[config.mk]
export PLATFORM = sky130hd
export DESIGN_NAME = coarse_charge_stamp_peak_flat
export DESIGN_NICKNAME = d
export VERILOG_FILES = /design/src/ccsp_pkg.sv /design/src/ccsp_in_if.sv /design/src/ccsp_out_if.sv /design/src/ccsp_tracker.sv /design/src/ccsp_serializer.sv /design/src/coarse_charge_stamp_peak.sv /design/src/flat_wrapper.sv
export VERILOG_INCLUDE_DIRS = /design/src /design/src/src
export SDC_FILE = /design/constraint.sdc
export NUM_CORES = 1
export LEC_CHECK = 0
export ABC_AREA = 0
export BUFFER_PORTS_ARGS = -buffer_cell sky130_fd_sc_hd__buf_2
export CORE_ASPECT_RATIO = 0.75
export CORE_UTILIZATION = 45
export DETAILED_ROUTE_END_ITERATION = 12
export SETUP_SLACK_MARGIN = 0.1
export SYNTH_ARGS = -nofsm -noshare
export SYNTH_HDL_FRONTEND = slang
export SYNTH_SLANG_ARGS = --single-unit
[constraint.sdc]
create_clock -name clk -period 4.3 [get_ports clk]
set_input_delay 0.43 -clock clk [delete_from_list [all_inputs] [get_ports clk]]
set_output_delay 0.43 -clock clk [all_outputs]
set_load 0.05 [all_outputs]
[src/coarse_charge_stamp_peak_assert.svh]
// assertion macros shared by the stamp modules
// each macro expects clk and rst_n in scope
`ifndef COARSE_CHARGE_STAMP_PEAK_ASSERT_SVH
`define COARSE_CHARGE_STAMP_PEAK_ASSERT_SVH

// same-cycle implication
`define CCSP_ASSERT_NOW(lbl, ante, cons) \
  lbl: assert property (@(posedge clk) disable iff (!rst_n) (ante) |-> (cons)) \
    else $error("ccsp: same-cycle check failed");

// next-cycle implication
`define CCSP_ASSERT_NEXT(lbl, ante, cons) \
  lbl: assert property (@(posedge clk) disable iff (!rst_n) (ante) |=> (cons)) \
    else $error("ccsp: next-cycle check failed");

`endif

[src/ccsp_pkg.sv]
package ccsp_pkg;

  localparam int NUM_BINS    = 16;
  localparam int SAMPLE_BITS = 10;

  // port field widths
  localparam int IN_W  = 10;
  localparam int OUT_W = 10;
  localparam int IDX_W = 4;

  localparam int BIN_W = $clog2(NUM_BINS + 1);
  localparam int POS_W = $clog2(NUM_BINS);

  // slot codes of the three stamp words
  localparam logic [1:0] SLOT_BEFORE = 2'd0;
  localparam logic [1:0] SLOT_PEAK   = 2'd1;
  localparam logic [1:0] SLOT_AFTER  = 2'd2;

  typedef struct packed {
    logic [SAMPLE_BITS-1:0] prev;
    logic [SAMPLE_BITS-1:0] peak;
    logic [SAMPLE_BITS-1:0] after;
    logic [POS_W-1:0]       pos;
  } stamp_t;

  function automatic logic [SAMPLE_BITS-1:0] from_in_sample(input logic [IN_W-1:0] x);
    logic [15:0] w;
    w = 16'(x);
    return w[SAMPLE_BITS-1:0];
  endfunction

  function automatic logic [OUT_W-1:0] to_out_sample(input logic [SAMPLE_BITS-1:0] x);
    logic [15:0] w;
    w = 16'(x);
    return w[OUT_W-1:0];
  endfunction

  function automatic logic [IDX_W-1:0] to_out_index(input logic [POS_W-1:0] x);
    logic [7:0] w;
    w = 8'(x);
    return w[IDX_W-1:0];
  endfunction

endpackage

[src/ccsp_in_if.sv]
interface ccsp_in_if;
  logic                     valid;
  logic                     ready;
  logic [ccsp_pkg::IN_W-1:0] sample;

  modport source (output valid, output sample, input ready);
  modport sink   (input valid, input sample, output ready);
endinterface

[src/ccsp_out_if.sv]
interface ccsp_out_if;
  logic                       valid;
  logic                       ready;
  logic [ccsp_pkg::OUT_W-1:0] stamp_sample;
  logic [ccsp_pkg::IDX_W-1:0] peak_index;
  logic                       range_flag;
  logic                       last_of_stamp;

  modport source (output valid, output stamp_sample, output peak_index,
                  output range_flag, output last_of_stamp, input ready);
  modport sink   (input valid, input stamp_sample, input peak_index,
                  input range_flag, input last_of_stamp, output ready);
endinterface

[src/ccsp_tracker.sv]
module ccsp_tracker (
  input  logic                             clk,
  input  logic                             rst_n,
  input  logic                             in_fire,
  input  logic [ccsp_pkg::SAMPLE_BITS-1:0] sample,
  output logic                             trailing,
  output logic                             emit,
  output ccsp_pkg::stamp_t                 stamp
);

  `include "coarse_charge_stamp_peak_assert.svh"

  logic [ccsp_pkg::BIN_W-1:0]       bin_count_r, bin_count_nxt;
  logic                             await_after_r, await_after_nxt;
  logic [ccsp_pkg::SAMPLE_BITS-1:0] prior_sample_r, prior_sample_nxt;
  logic [ccsp_pkg::SAMPLE_BITS-1:0] peak_value_r, peak_value_nxt;
  logic [ccsp_pkg::SAMPLE_BITS-1:0] peak_before_r, peak_before_nxt;
  logic [ccsp_pkg::SAMPLE_BITS-1:0] peak_after_r, peak_after_nxt;
  logic [ccsp_pkg::POS_W-1:0]       peak_pos_r, peak_pos_nxt;
  logic                             candidate;

  assign trailing  = (bin_count_r == ccsp_pkg::BIN_W'(ccsp_pkg::NUM_BINS));
  assign candidate = !trailing && (sample > peak_value_r);

  always_comb begin
    bin_count_nxt    = bin_count_r;
    await_after_nxt  = await_after_r;
    prior_sample_nxt = prior_sample_r;
    peak_value_nxt   = peak_value_r;
    peak_before_nxt  = peak_before_r;
    peak_after_nxt   = peak_after_r;
    peak_pos_nxt     = peak_pos_r;
    if (in_fire) begin
      if (bin_count_r == '0) begin
        // bin 0 restarts the waveform
        peak_before_nxt = sample;
        peak_value_nxt  = '0;
        peak_pos_nxt    = ccsp_pkg::POS_W'(1);
        peak_after_nxt  = '0;
        await_after_nxt = 1'b0;
      end else begin
        if (await_after_r) begin
          peak_after_nxt  = sample;
          await_after_nxt = 1'b0;
        end
        if (candidate) begin
          peak_value_nxt  = sample;
          peak_before_nxt = prior_sample_r;
          peak_pos_nxt    = bin_count_r[ccsp_pkg::POS_W-1:0];
          await_after_nxt = 1'b1;
        end
      end
      prior_sample_nxt = sample;
      bin_count_nxt    = trailing ? '0 : bin_count_r + ccsp_pkg::BIN_W'(1);
    end
  end

  always_ff @(posedge clk) begin
    if (!rst_n) begin
      bin_count_r   <= '0;
      await_after_r <= 1'b0;
    end else begin
      bin_count_r   <= bin_count_nxt;
      await_after_r <= await_after_nxt;
    end
  end

  always_ff @(posedge clk) begin
    prior_sample_r <= prior_sample_nxt;
    peak_value_r   <= peak_value_nxt;
    peak_before_r  <= peak_before_nxt;
    peak_after_r   <= peak_after_nxt;
    peak_pos_r     <= peak_pos_nxt;
  end

  // peak in the last candidate bin takes the trailing sample as its after word
  assign emit        = in_fire && trailing;
  assign stamp.prev  = peak_before_r;
  assign stamp.peak  = peak_value_r;
  assign stamp.after = await_after_r ? sample : peak_after_r;
  assign stamp.pos   = peak_pos_r;

  `CCSP_ASSERT_NEXT(a_wrap_after_trailing, emit, bin_count_r == '0)
  `CCSP_ASSERT_NEXT(a_bin_advance, in_fire && !trailing,
                    bin_count_r == $past(bin_count_r) + ccsp_pkg::BIN_W'(1))

endmodule

[src/ccsp_serializer.sv]
module ccsp_serializer (
  input  logic             clk,
  input  logic             rst_n,
  input  logic             load,
  input  ccsp_pkg::stamp_t stamp,
  output logic             busy,
  ccsp_out_if.source       out_ch
);

  `include "coarse_charge_stamp_peak_assert.svh"

  logic                             busy_r, busy_nxt;
  logic [1:0]                       slot_r, slot_nxt;
  logic [ccsp_pkg::SAMPLE_BITS-1:0] before_r, peak_r, after_r;
  logic [ccsp_pkg::POS_W-1:0]       pos_r;
  logic                             range_r;
  logic                             drop;
  logic [ccsp_pkg::SAMPLE_BITS-1:0] keep_mask;
  logic [ccsp_pkg::SAMPLE_BITS-1:0] cur;
  logic                             out_fire;

  // any top bit set drops bit 0 of all three words
  assign drop = stamp.prev[ccsp_pkg::SAMPLE_BITS-1] | stamp.peak[ccsp_pkg::SAMPLE_BITS-1]
              | stamp.after[ccsp_pkg::SAMPLE_BITS-1];
  assign keep_mask = drop ? ~ccsp_pkg::SAMPLE_BITS'(1) : '1;
  assign out_fire  = out_ch.valid && out_ch.ready;

  always_comb begin
    busy_nxt = busy_r;
    slot_nxt = slot_r;
    if (load) begin
      busy_nxt = 1'b1;
      slot_nxt = ccsp_pkg::SLOT_BEFORE;
    end else if (out_fire) begin
      if (slot_r == ccsp_pkg::SLOT_AFTER) begin
        busy_nxt = 1'b0;
        slot_nxt = ccsp_pkg::SLOT_BEFORE;
      end else begin
        slot_nxt = slot_r + 2'd1;
      end
    end
  end

  always_ff @(posedge clk) begin
    if (!rst_n) begin
      busy_r <= 1'b0;
      slot_r <= ccsp_pkg::SLOT_BEFORE;
    end else begin
      busy_r <= busy_nxt;
      slot_r <= slot_nxt;
    end
  end

  always_ff @(posedge clk) begin
    if (load) begin
      before_r <= stamp.prev & keep_mask;
      peak_r   <= stamp.peak & keep_mask;
      after_r  <= stamp.after & keep_mask;
      pos_r    <= stamp.pos;
      range_r  <= drop;
    end
  end

  always_comb begin
    case (slot_r)
      ccsp_pkg::SLOT_BEFORE: cur = before_r;
      ccsp_pkg::SLOT_PEAK:   cur = peak_r;
      ccsp_pkg::SLOT_AFTER:  cur = after_r;
      default:               cur = after_r;
    endcase
  end

  assign busy                 = busy_r;
  assign out_ch.valid         = busy_r;
  assign out_ch.stamp_sample  = ccsp_pkg::to_out_sample(cur);
  assign out_ch.peak_index    = ccsp_pkg::to_out_index(pos_r);
  assign out_ch.range_flag    = range_r;
  assign out_ch.last_of_stamp = (slot_r == ccsp_pkg::SLOT_AFTER);

  `CCSP_ASSERT_NOW(a_no_load_while_busy, load, !busy_r)
  `CCSP_ASSERT_NOW(a_range_clears_lsb, busy_r && range_r, cur[0] == 1'b0)
  `CCSP_ASSERT_NEXT(a_slot_holds_on_stall, busy_r && !out_ch.ready,
                    busy_r && $stable(slot_r))
  `CCSP_ASSERT_NEXT(a_drain_ends, out_fire && (slot_r == ccsp_pkg::SLOT_AFTER) && !load,
                    !busy_r)

endmodule

[src/coarse_charge_stamp_peak.sv]
// channel   dir  fields                                                 words per waveform
// in_ch     in   sample[9:0]                                            NUM_BINS+1
// out_ch    out  stamp_sample[9:0] peak_index[3:0] range_flag last_of_stamp   3
//
// one sample word per cycle unless stalled: the peak compare and state update sit
// between the input port and the tracker registers, one compare per sample
// the stamp sits in a three-word result register and drains one word per cycle
// while out_ch.ready is high, as the next waveform streams in
// only the trailing bin waits on a stall: it is held while the previous stamp
// still has words left, all other bins are always taken
// rst_n is synchronous, active low; it clears the bin counter and the drain state
module coarse_charge_stamp_peak (
  input  logic        clk,
  input  logic        rst_n,
  ccsp_in_if.sink     in_ch,
  ccsp_out_if.source  out_ch
);

  logic                             in_fire;
  logic                             trailing;
  logic                             emit;
  logic                             busy;
  logic [ccsp_pkg::SAMPLE_BITS-1:0] sample;
  ccsp_pkg::stamp_t                 stamp;

  // trailing bin would load a new stamp, so it waits for the result register
  assign in_ch.ready = !(trailing && busy);
  assign in_fire     = in_ch.valid && in_ch.ready;
  // only the low SAMPLE_BITS bits of a sample word count
  assign sample      = ccsp_pkg::from_in_sample(in_ch.sample);

  // running peak search over bins 1 to NUM_BINS-1
  ccsp_tracker u_tracker (
    .clk      (clk),
    .rst_n    (rst_n),
    .in_fire  (in_fire),
    .sample   (sample),
    .trailing (trailing),
    .emit     (emit),
    .stamp    (stamp)
  );

  // range fix-up and three-word drain
  ccsp_serializer u_serializer (
    .clk    (clk),
    .rst_n  (rst_n),
    .load   (emit),
    .stamp  (stamp),
    .busy   (busy),
    .out_ch (out_ch)
  );

endmodule
[src/flat_wrapper.sv]
// flat-port wrapper written by rule: the top's interface ports become plain ports
module coarse_charge_stamp_peak_flat 
  (clk, rst_n, in_ch_valid, in_ch_sample, in_ch_ready, out_ch_valid, out_ch_stamp_sample, out_ch_peak_index, out_ch_range_flag, out_ch_last_of_stamp, out_ch_ready);
  ccsp_in_if in_ch_i ();
  ccsp_out_if out_ch_i ();
  input  logic clk;
  input  logic rst_n;
  input wire logic [$bits(in_ch_i.valid)-1:0] in_ch_valid;
  input wire logic [$bits(in_ch_i.sample)-1:0] in_ch_sample;
  output wire logic [$bits(in_ch_i.ready)-1:0] in_ch_ready;
  output wire logic [$bits(out_ch_i.valid)-1:0] out_ch_valid;
  output wire logic [$bits(out_ch_i.stamp_sample)-1:0] out_ch_stamp_sample;
  output wire logic [$bits(out_ch_i.peak_index)-1:0] out_ch_peak_index;
  output wire logic [$bits(out_ch_i.range_flag)-1:0] out_ch_range_flag;
  output wire logic [$bits(out_ch_i.last_of_stamp)-1:0] out_ch_last_of_stamp;
  input wire logic [$bits(out_ch_i.ready)-1:0] out_ch_ready;
  assign in_ch_i.valid = in_ch_valid;
  assign in_ch_i.sample = in_ch_sample;
  assign in_ch_ready = in_ch_i.ready;
  assign out_ch_valid = out_ch_i.valid;
  assign out_ch_stamp_sample = out_ch_i.stamp_sample;
  assign out_ch_peak_index = out_ch_i.peak_index;
  assign out_ch_range_flag = out_ch_i.range_flag;
  assign out_ch_last_of_stamp = out_ch_i.last_of_stamp;
  assign out_ch_i.ready = out_ch_ready;
  coarse_charge_stamp_peak u_core (.clk(clk), .rst_n(rst_n), .in_ch(in_ch_i), .out_ch(out_ch_i));
endmodule
==> impl_metrics.env, run 1 <==
export IMPL_overflow=0
export IMPL_wirelength_mm=5.70
export IMPL_routedWlPerCell_um=14.3
export IMPL_maxCapViolCount=0
export IMPL_syn_inst=254
export IMPL_synth_area_mm2=0.00374
export IMPL_highest_layer="met4"
export IMPL_via_per_inst=4.84
export IMPL_p_int_mw=1.38
export IMPL_dp_hpwl_mm=3.79
export IMPL_ys_ff_latch=88
export IMPL_seqCellArea_mm2=0.00255
export IMPL_start_util=0.469
export IMPL_grt_first_pass_wirelength_mm=9.35
export IMPL_yosysSeqAreaShare=0.682
export IMPL_cts_buffers=9
export IMPL_clkTransAtPathRegs_ns=0.09
export IMPL_max_stage_delay_ns=0.45
export IMPL_period_share=0.605
export IMPL_fmax_ghz=0.384
export IMPL_cts_root_buffer="clkbuf_8"
export IMPL_crit_arrival_ns=2.64
export IMPL_die_area_mm2=0.00869
export IMPL_p_leak_nw=1.54
export IMPL_fin_crit_ns=2.60
export IMPL_finalHoldViolCount=0
export IMPL_grt_start_max_net_pins=36
export IMPL_nNetsFinal=314
export IMPL_cts_resized=0
export IMPL_grt_antenna_before_repair=0
export IMPL_worst_pin_slew_ns=0.861
export IMPL_crit_required_ns=4.34
export IMPL_finalSetupTns_ns=0
export IMPL_fp_dieH_um=81.0
export IMPL_dieWidth_um=107
export IMPL_clock_skew_ns=0.0121
export IMPL_combPwrFrac=0.095
export IMPL_synthToLayoutAreaGrowth_pct=12.3
export IMPL_yosysUniqueCellTypes=33
export IMPL_p_sw_frac=0.223
export IMPL_crit_path_end_kind="flip-flop"
export IMPL_p_clk_frac=0.330
export IMPL_ios=32
export IMPL_synthesis_nets=280
export IMPL_routed_wl_met3_um=186
export IMPL_wirelength_met1_mm=2.87
export IMPL_grt_pass1_vias=1853
export IMPL_drc_errors=0
export IMPL_hold_ws_ns=0.306
export IMPL_hp_class="in2reg"
export IMPL_portBuffers=31
export IMPL_rsz0062_at_grt="no"
export IMPL_cts_tree="built"
export IMPL_h_tree_depth=3
export IMPL_powerDensity_mw_per_mm2=422
export IMPL_vias=1927
export IMPL_cts_sinks=88
export IMPL_cp_slowest_cell="or3b_4"
export IMPL_start_kind="flip-flop"
export IMPL_setup_viol=0
export IMPL_clk_latency_ns=0.35
export IMPL_power_switching_mw=0.396
export IMPL_multi_input_area_mm2=0.00107
export IMPL_postCtsHoldBufs=0
export IMPL_clock_path_buffers=2
export IMPL_drt_iter0_markers=44
export IMPL_yosysWarnings=0
export IMPL_wl_met2_mm=2.58
export IMPL_gp_congestion=0.767
export IMPL_postCtsSetupBuffers=0
export IMPL_grt_use_total=0.150
export IMPL_dr_pass1_iters=4
export IMPL_drive_above_1_share=0.246
export IMPL_slew_headroom=0.425
export IMPL_worst_setup_path_type="reg2reg"
export IMPL_antenna_cells=0
export IMPL_rows=28
export IMPL_vdd_drop_max_mv=0.192
export IMPL_core_mm2=0.00799
export IMPL_n_fill_cell=679
export IMPL_pwr_share_seq=0.575
export IMPL_ant_nets=0
export IMPL_path_cells="inv_1 > ha_1 > or3b_4 > nor2_8 > nand2_1 > o21ai_2 > buf_4"
export IMPL_status="complete, no violations"
export IMPL_syn_area_per_cell_um2=14.7
export IMPL_crit_fanout=32
export IMPL_maxSlewViolCount=0
==> state kept, by name (all words and copies together), names as in the netlist <==
| name | flops |
|---|---|
| u_core.u_tracker.await_after_r | 1 |
| u_core.u_serializer.slot_r | 2 |
| u_core.u_serializer.out_ch.range_flag | 1 |
| u_core.u_serializer.peak_r | 10 |
| u_core.u_tracker.bin_count_r | 5 |
| u_core.u_tracker.peak_pos_r | 4 |
| u_core.u_serializer.out_ch.peak_index | 4 |
| u_core.u_serializer.after_r | 10 |
| u_core.u_serializer.before_r | 10 |
| u_core.u_serializer.busy | 1 |
| u_core.u_tracker.prior_sample_r | 10 |
| u_core.u_tracker.peak_value_r | 10 |
| u_core.u_tracker.peak_after_r | 10 |
| u_core.u_tracker.peak_before_r | 10 |
==> through the flow <==
step	std cells	util	worst slack [ns]	instance area [um2]	total power, mW
final	398	0.526	1.70	4200	1.77
after global routing	398	0.526	1.40	4200	1.85
after CTS	398	0.526	1.65	4200	1.80
after detailed placement	382	0.499	1.56	3990	1.21
after global placement	382	0.499	1.62	3990	1.21
after floorplan	254	-	0.993	3740	1.17
==> power groups by stage <==
stage                     sequential (mW)  combinational [mW]  clock, mW
after global routing                 1.03               0.190      0.634
after floorplan                      1.03               0.134          0
after detailed placement             1.04               0.169          0
after CTS                            1.02               0.171      0.604
after global placement               1.04               0.167          0
final                                1.02               0.168      0.585
==> layout by cell type, fill, tap and decap left out, drive strengths merged, types with 2 or more instances in the layout <==
master	synthesis	routed
a21oi	4	4
o21ai	15	15
dfxtp	9	9
xor2	3	3
nand3	2	2
edfxtp	79	79
a211oi	2	2
and2	2	2
ha	12	12
nor3b	2	2
nor2b	19	19
nand2	18	18
nor2	14	14
mux2i	13	13
mux2	19	19
clkbuf	5	11
nand4	4	4
clkinv	0	2
inv	18	19
buf	5	33
==> cell usage after synthesis <==
| cell type | instances | area (um2) |
|---|---|---|
| a2111oi_0 | 1 | 8.76 |
| a211oi_1 | 2 | 15.0 |
| a21oi_1 | 4 | 20.0 |
| and2_1 | 2 | 12.5 |
| buf_12 | 1 | 20.0 |
| buf_2 | 3 | 15.0 |
| buf_4 | 1 | 7.51 |
| clkbuf_1 | 5 | 18.8 |
| dfxtp_1 | 9 | 180 |
| edfxtp_1 | 79 | 2370 |
| ha_1 | 12 | 150 |
| inv_1 | 18 | 67.6 |
| mux2_2 | 11 | 124 |
| mux2_4 | 8 | 120 |
| mux2i_1 | 13 | 130 |
| nand2_1 | 18 | 67.6 |
| nand2b_1 | 1 | 6.26 |
| nand3_1 | 2 | 10.0 |
| nand4_1 | 4 | 25.0 |
| nand4b_1 | 1 | 8.76 |
| nor2_1 | 13 | 48.8 |
| nor2_8 | 1 | 20.0 |
| nor2b_1 | 19 | 119 |
| nor3_1 | 1 | 5.00 |
| nor3b_1 | 2 | 15.0 |
| o211ai_1 | 1 | 7.51 |
| o21ai_0 | 14 | 70.1 |
| o21ai_4 | 1 | 16.3 |
| o311ai_0 | 1 | 8.76 |
| o31ai_1 | 1 | 7.51 |
| or3b_4 | 1 | 11.3 |
| xnor2_1 | 1 | 8.76 |
| xor2_1 | 3 | 26.3 |
==> critical path, delay by kind of cell, from the launching register on <==
family / cells / cell delay, ns
buffers and inverters: 2 / 0.45
AOI/OAI and AO/OA: 1 / 0.30
DFF: 1 / 0.33
and+or+nand+nor: 3 / 1.03
adders and majority gates: 1 / 0.17
==> cells by family (layout without fill, tap and decap cells) <==
family,count (synthesis),count (layout),share of synthesized area
buffers and inverters,28,67,0.0344
AOI/OAI and AO/OA,25,25,0.0411
muxes,32,32,0.0999
and+or+nand+nor,65,65,0.0932
xor gates and xnor gates,4,4,0.00936
DFF,88,88,0.682
adders and majority gates,12,12,0.0401
==> path summary, 6_finish.rpt <==
| check | depth (start not counted) | slack [ns] | to | from |
|---|---|---|---|---|
| worst max register to register | 7 | 1.70 | u_core.u_tracker.peak_value_r[5] | u_core.u_tracker.bin_count_r[0] |
| worst min register to register | 0 | 0.42 | u_core.u_serializer.before_r[2] | u_core.u_tracker.peak_before_r[2] |
| worst min-delay path | 1 | 0.31 | u_core.u_tracker.prior_sample_r[0] | in_ch_sample[0] |
| worst max-delay path | 7 | 1.70 | u_core.u_tracker.peak_value_r[5] | u_core.u_tracker.bin_count_r[0] |
==> cell type report <==
type,instances,share of cell area
clock buffers,11,0.0360
clock inverters,5,0.0152
inverters,18,0.0161
multi-input cells,138,0.254
flip-flops and latches,88,0.607
well taps,105,0.0313
repair buffers,33,0.0405
==> metal layers <==
metal  up-vias  global-route usage
met5         -                   0
met4         0              0.0616
met3         6              0.0441
met2        28               0.241
met1       914               0.192
li1        979                   -
Power figures use the tool's default switching activity.
==> inputs of run 2 (changes only) <==
clock period = 2.4 ns   (was 4.3 ns; I/O delays follow)
==> run 2 against run 1 <==
Against the previous run: sequential cell count unchanged; via count up 3.9%; clock power up 100%; count of clock-buffer cells in the layout unchanged; power up 89%; hold slack worse by 0.18 ns; worst setup slack worse by 1.4 ns; utilization up 1.2 points; global-route usage up 0.61 points; first-iteration DRC count up 43%; critical endpoint is now out_ch_stamp_sample[2]; largest power group unchanged.
==> impl_metrics.env, run 2 (synthesis results as in run 1) <==
export IMPL_cts_sinks=88
export IMPL_placedCellCount=389
export IMPL_cts_root_buffer="clkbuf_8"
export IMPL_grt_first_pass_wirelength_mm=9.78
export IMPL_ios=32
export IMPL_ant_nets=0
export IMPL_p_sw_frac=0.212
export IMPL_worst_pin_slew_ns=0.837
export IMPL_nNetsFinal=321
export IMPL_slew_headroom=0.442
export IMPL_crit_buf_inv=2
export IMPL_overflow=0
export IMPL_place_ws_ns=0.314
export IMPL_core_mm2=0.00799
export IMPL_clkTransAtPathRegs_ns=0.08
export IMPL_p_leak_nw=1.59
export IMPL_drt_iter0_markers=63
export IMPL_worst_setup_path_type="reg2out"
export IMPL_cp_slowest_cell="dfxtp_1"
export IMPL_p_int_mw=2.64
export IMPL_max_stage_delay_ns=0.74
export IMPL_crit_fanout=11
export IMPL_via_per_inst=4.95
export IMPL_combPwrFrac=0.099
export IMPL_crit_arrival_ns=1.84
export IMPL_period_share=0.866
export IMPL_clock_path_buffers=2
export IMPL_dieWidth_um=107
export IMPL_grt_use_total=0.156
export IMPL_cts_buffers=9
export IMPL_wirelength_mm=5.98
export IMPL_crit_required_ns=2.16
export IMPL_p_clk_frac=0.355
export IMPL_crit_path_end_kind="output pin"
export IMPL_hp_class="in2reg"
export IMPL_status="complete, no violations"
export IMPL_layout_commonest_cell="edfxtp_1"
export IMPL_fin_ws_ns=0.322
export IMPL_routedWlPerCell_um=14.8
export IMPL_finalHoldViolCount=0
export IMPL_antenna_cells=0
export IMPL_rows=28
export IMPL_dp_hpwl_mm=3.96
export IMPL_maxCapViolCount=0
export IMPL_setup_viol=0
export IMPL_finalSetupTns_ns=0
export IMPL_fp_dieH_um=81.0
export IMPL_clock_skew_ns=0.00785
export IMPL_vdd_drop_max_mv=0.484
export IMPL_placed_cell_area_mm2=0.00407
export IMPL_drive_above_1_share=0.257
export IMPL_start_util=0.469
export IMPL_crit_family="flip-flops"
export IMPL_postCtsSetupBuffers=0
export IMPL_synthToLayoutAreaGrowth_pct=14.9
export IMPL_maxSlewViolCount=0
export IMPL_grt_start_max_net_pins=36
export IMPL_fin_area_mm2=0.00430
export IMPL_portBuffers=31
export IMPL_fin_cells=405
export IMPL_grt_pass1_vias=1941
export IMPL_total_power_mw=3.35
export IMPL_dr_pass1_iters=4
export IMPL_drc_errors=0
export IMPL_rsz0062_at_grt="no"
export IMPL_grt_antenna_before_repair=0
export IMPL_cts_resized=0
export IMPL_clk_latency_ns=0.35
export IMPL_postCtsHoldBufs=0
export IMPL_powerDensity_mw_per_mm2=778
export IMPL_mostFrequentLayoutCells="edfxtp_1, buf_2, nor2b_1, nand2_1, inv_1"
export IMPL_die_area_mm2=0.00869
export IMPL_n_fill_cell=708
export IMPL_power_switching_mw=0.709
export IMPL_vias=2003
export IMPL_h_tree_depth=3
export IMPL_pwr_share_seq=0.546
export IMPL_fin_crit_ns=2.08
export IMPL_start_kind="flip-flop"
export IMPL_path_cells="buf_4 > mux2i_1 > o21ai_0 > buf_2"
export IMPL_fmax_ghz=0.481
export IMPL_gp_congestion=0.712
export IMPL_cts_tree="built"
run 2: cell count changes in the layout (fill, tap and decap cells not counted):
cell / delta
inv_6: -1
clkinv_4: -2
buf_4: +5
clkinvlp_4: +1
bufinv_16: +2
clkbuf_1: +2
buf_12: +2
clkbuf_8: -2
run 2: area by class of cell:
| cell class | count | area, um2 | area share |
|---|---|---|---|
| clock inverters | 5 | 105 | 0.0244 |
| inverters | 18 | 67.6 | 0.0157 |
| clock buffers | 11 | 131 | 0.0305 |
| flip-flops and latches | 88 | 2550 | 0.593 |
| well taps | 105 | 131 | 0.0305 |
| multi-input cells | 138 | 1070 | 0.248 |
| repair buffers | 40 | 248 | 0.0576 |
run 2: through the flow:
| stage | util | hold WS (ns) |
|---|---|---|
| after detailed placement | 0.509 | 0.405 |
| after floorplan | - | 0.339 |
| after CTS | 0.539 | 0.107 |
| after global routing | 0.539 | 0.109 |
| final | 0.539 | 0.125 |
| after global placement | 0.509 | 0.405 |
run 2: path summary, 6_finish.rpt:
path / from / end / slack, ns / cells past startpoint
hold reg to reg: u_core.u_tracker.peak_before_r[8] / u_core.u_serializer.before_r[8] / 0.42 / 0
hold / removal: in_ch_sample[0] / u_core.u_tracker.prior_sample_r[0] / 0.13 / 1
setup reg to reg: u_core.u_tracker.peak_value_r[5] / u_core.u_tracker.peak_before_r[6] / 0.33 / 8
setup / recovery: u_core.u_serializer.slot_r[0] / out_ch_stamp_sample[2] / 0.32 / 4
run 2: power groups by stage:
stage / logic (mW) / registers, mW / clock network, mW
after floorplan: 0.243 / 1.85 / 0
after global placement: 0.330 / 1.86 / 0
after detailed placement: 0.333 / 1.86 / 0
after CTS: 0.337 / 1.83 / 1.22
after global routing: 0.371 / 1.84 / 1.29
final: 0.331 / 1.83 / 1.19
run 2: routing by layer:
metal,wire (um),track usage,part of all wire,vias up
li1,-,-,-,999
met1,2960,0.204,0.50,963
met2,2750,0.248,0.46,33
met3,180,0.0393,0.030,8
met4,85,0.0699,0.014,0
met5,0,0,0,-
==> inputs of run 3 (changes only) <==
CORE_ASPECT_RATIO = not set   (was 0.75)
MAX_ROUTING_LAYER = met4   (was not set)
==> run 3 against run 2 <==
Against the previous run: sequential power about the same; critical path type is now reg2reg; largest power group unchanged; critical path depth up 4; hold slack worse by 0.0039 ns; sequential share of layout area up 0.31 points; power down 3.2%; first-iteration DRC count down 22%.
==> impl_metrics.env, run 3 (synthesis results as in run 1) <==
export IMPL_portBuffers=31
export IMPL_grt_pass1_vias=1993
export IMPL_drt_iter0_markers=49
export IMPL_cts_tree="built"
export IMPL_rsz0062_at_grt="no"
export IMPL_dr_pass1_iters=4
export IMPL_antenna_cells=0
export IMPL_p_int_mw=2.55
export IMPL_p_leak_nw=1.59
export IMPL_n_fill_cell=658
export IMPL_wirelength_mm=6.02
export IMPL_finalSetupTns_ns=0
export IMPL_pwr_share_seq=0.563
export IMPL_worstSetupEndpoint="u_core.u_tracker.peak_before_r[7]"
export IMPL_die_area_mm2=0.00869
export IMPL_synthToLayoutAreaGrowth_pct=14.3
export IMPL_setup_viol=0
export IMPL_power_switching_mw=0.690
export IMPL_crit_path_start="u_core.u_tracker.peak_value_r[5]"
export IMPL_period_share=0.879
export IMPL_crit_family="compound AO/OA/AOI/OAI gates"
export IMPL_start_kind="flip-flop"
export IMPL_place_ws_ns=0.304
export IMPL_powerDensity_mw_per_mm2=757
export IMPL_cts_sinks=88
export IMPL_fmax_ghz=0.474
export IMPL_cts_buffers=9
export IMPL_vias=1969
export IMPL_h_tree_depth=3
export IMPL_fin_cells=404
export IMPL_clk_latency_ns=0.35
export IMPL_placedCellCount=388
export IMPL_crit_arrival_ns=2.20
export IMPL_gp_congestion=0.826
export IMPL_nNetsFinal=323
export IMPL_crit_required_ns=2.49
export IMPL_vdd_drop_max_mv=0.395
export IMPL_grt_start_max_net_pins=36
export IMPL_finalHoldViolCount=0
export IMPL_crit_buf_inv=3
export IMPL_fp_dieH_um=93.2
export IMPL_clock_path_buffers=2
export IMPL_worst_setup_path_type="reg2reg"
export IMPL_grt_antenna_before_repair=0
export IMPL_start_util=0.475
export IMPL_reg2reg_depth=8
export IMPL_status="complete, no violations"
export IMPL_fin_ws_ns=0.289
export IMPL_fin_crit_ns=2.11
export IMPL_p_clk_frac=0.337
export IMPL_p_sw_frac=0.213
export IMPL_crit_fanout=14
export IMPL_postCtsHoldBufs=0
export IMPL_clkTransAtPathRegs_ns=0.09
export IMPL_hp_class="in2reg"
export IMPL_placed_cell_area_mm2=0.00406
export IMPL_grt_use_total=0.163
export IMPL_maxCapViolCount=0
export IMPL_crit_path_end_kind="flip-flop"
export IMPL_drc_errors=0
export IMPL_core_mm2=0.00789
export IMPL_mostFrequentLayoutCells="edfxtp_1, buf_2, nor2b_1, nand2_1, inv_1"
export IMPL_path_common_cell="buf_4"
export IMPL_worst_pin_slew_ns=0.615
export IMPL_cp_depth=8
export IMPL_cp_slowest_cell="a2111oi_0"
export IMPL_overflow=0
export IMPL_dp_hpwl_mm=4.05
export IMPL_ant_nets=0
export IMPL_postCtsSetupBuffers=0
export IMPL_slew_headroom=0.585
export IMPL_ios=32
export IMPL_routedWlPerCell_um=14.9
export IMPL_rows=32
export IMPL_timing_rr_start="u_core.u_tracker.peak_value_r[5]"
export IMPL_clock_skew_ns=0.0117
export IMPL_hold_ws_ns=0.121
export IMPL_layout_commonest_cell="edfxtp_1"
export IMPL_cts_resized=0
export IMPL_maxSlewViolCount=0
export IMPL_cts_root_buffer="clkbuf_8"
export IMPL_fin_area_mm2=0.00428
export IMPL_combPwrFrac=0.100
export IMPL_max_stage_delay_ns=0.44
export IMPL_path_cells="inv_1 > ha_1 > a21oi_1 > o21ai_0 > a2111oi_0 > buf_4 > o21ai_2 > buf_4"
export IMPL_regToRegEndpoint="u_core.u_tracker.peak_before_r[7]"
export IMPL_dieWidth_um=93.2
export IMPL_via_per_inst=4.87
export IMPL_drive_above_1_share=0.262
export IMPL_rrSetupSlack_ns=0.29
export IMPL_grt_first_pass_wirelength_mm=10.0
-- run 3: power groups by stage --
stage	registers [mW]	clock network (mW)	logic [mW]
floorplan	1.85	0	0.243
global placement	1.86	0	0.325
detailed placement	1.86	0	0.325
CTS	1.83	1.12	0.328
global route	1.84	1.18	0.366
finish	1.82	1.09	0.323
-- run 3: layer usage --
layer | vias to the layer above | global-route usage | wire length, um
met2 | 25 | 0.254 | 2880
met1 | 931 | 0.204 | 2870
met4 | 0 | 0.0846 | 131
met5 | - | - | 0
met3 | 13 | 0.0317 | 134
li1 | 1000 | - | -
-- run 3: layout make-up --
cell class              instances  area [um2]  area share
flip-flops and latches         88        2550       0.596
clock buffers                  12         145      0.0339
repair buffers                 42         250      0.0585
clock inverters                 4        70.1      0.0164
multi-input cells             138        1070       0.249
inverters                      18        67.6      0.0158
well taps                     102         128      0.0298
-- run 3: worst reg2reg max path, stage by stage, from the launching register on --
cell and delay [ns]:
edfxtp_1 0.39, inv_1 0.07, ha_1 0.24, a21oi_1 0.14
o21ai_0 0.10, a2111oi_0 0.44, buf_4 0.20, o21ai_2 0.05
buf_4 0.22
-- run 3: worst min-delay path by stage --
stage               cells after the start                                  to                              start  slack [ns]
floorplan                               0  u_core.u_tracker.prior_sample_r[0]                    in_ch_sample[0]        0.34
global placement                        0     u_core.u_serializer.before_r[7]  u_core.u_tracker.peak_before_r[7]        0.40
detailed placement                      0     u_core.u_serializer.before_r[2]  u_core.u_tracker.peak_before_r[2]        0.41
CTS                                     1  u_core.u_tracker.prior_sample_r[0]                    in_ch_sample[0]        0.11
global route                            1  u_core.u_tracker.prior_sample_r[0]                    in_ch_sample[0]        0.11
finish                                  1  u_core.u_tracker.prior_sample_r[3]                    in_ch_sample[3]        0.12
-- run 3: through the flow --
step                total power, mW   util
floorplan                      2.09      -
finish                         3.24  0.543
global route                   3.38  0.543
CTS                            3.28  0.543
global placement               2.18  0.515
detailed placement             2.19  0.515
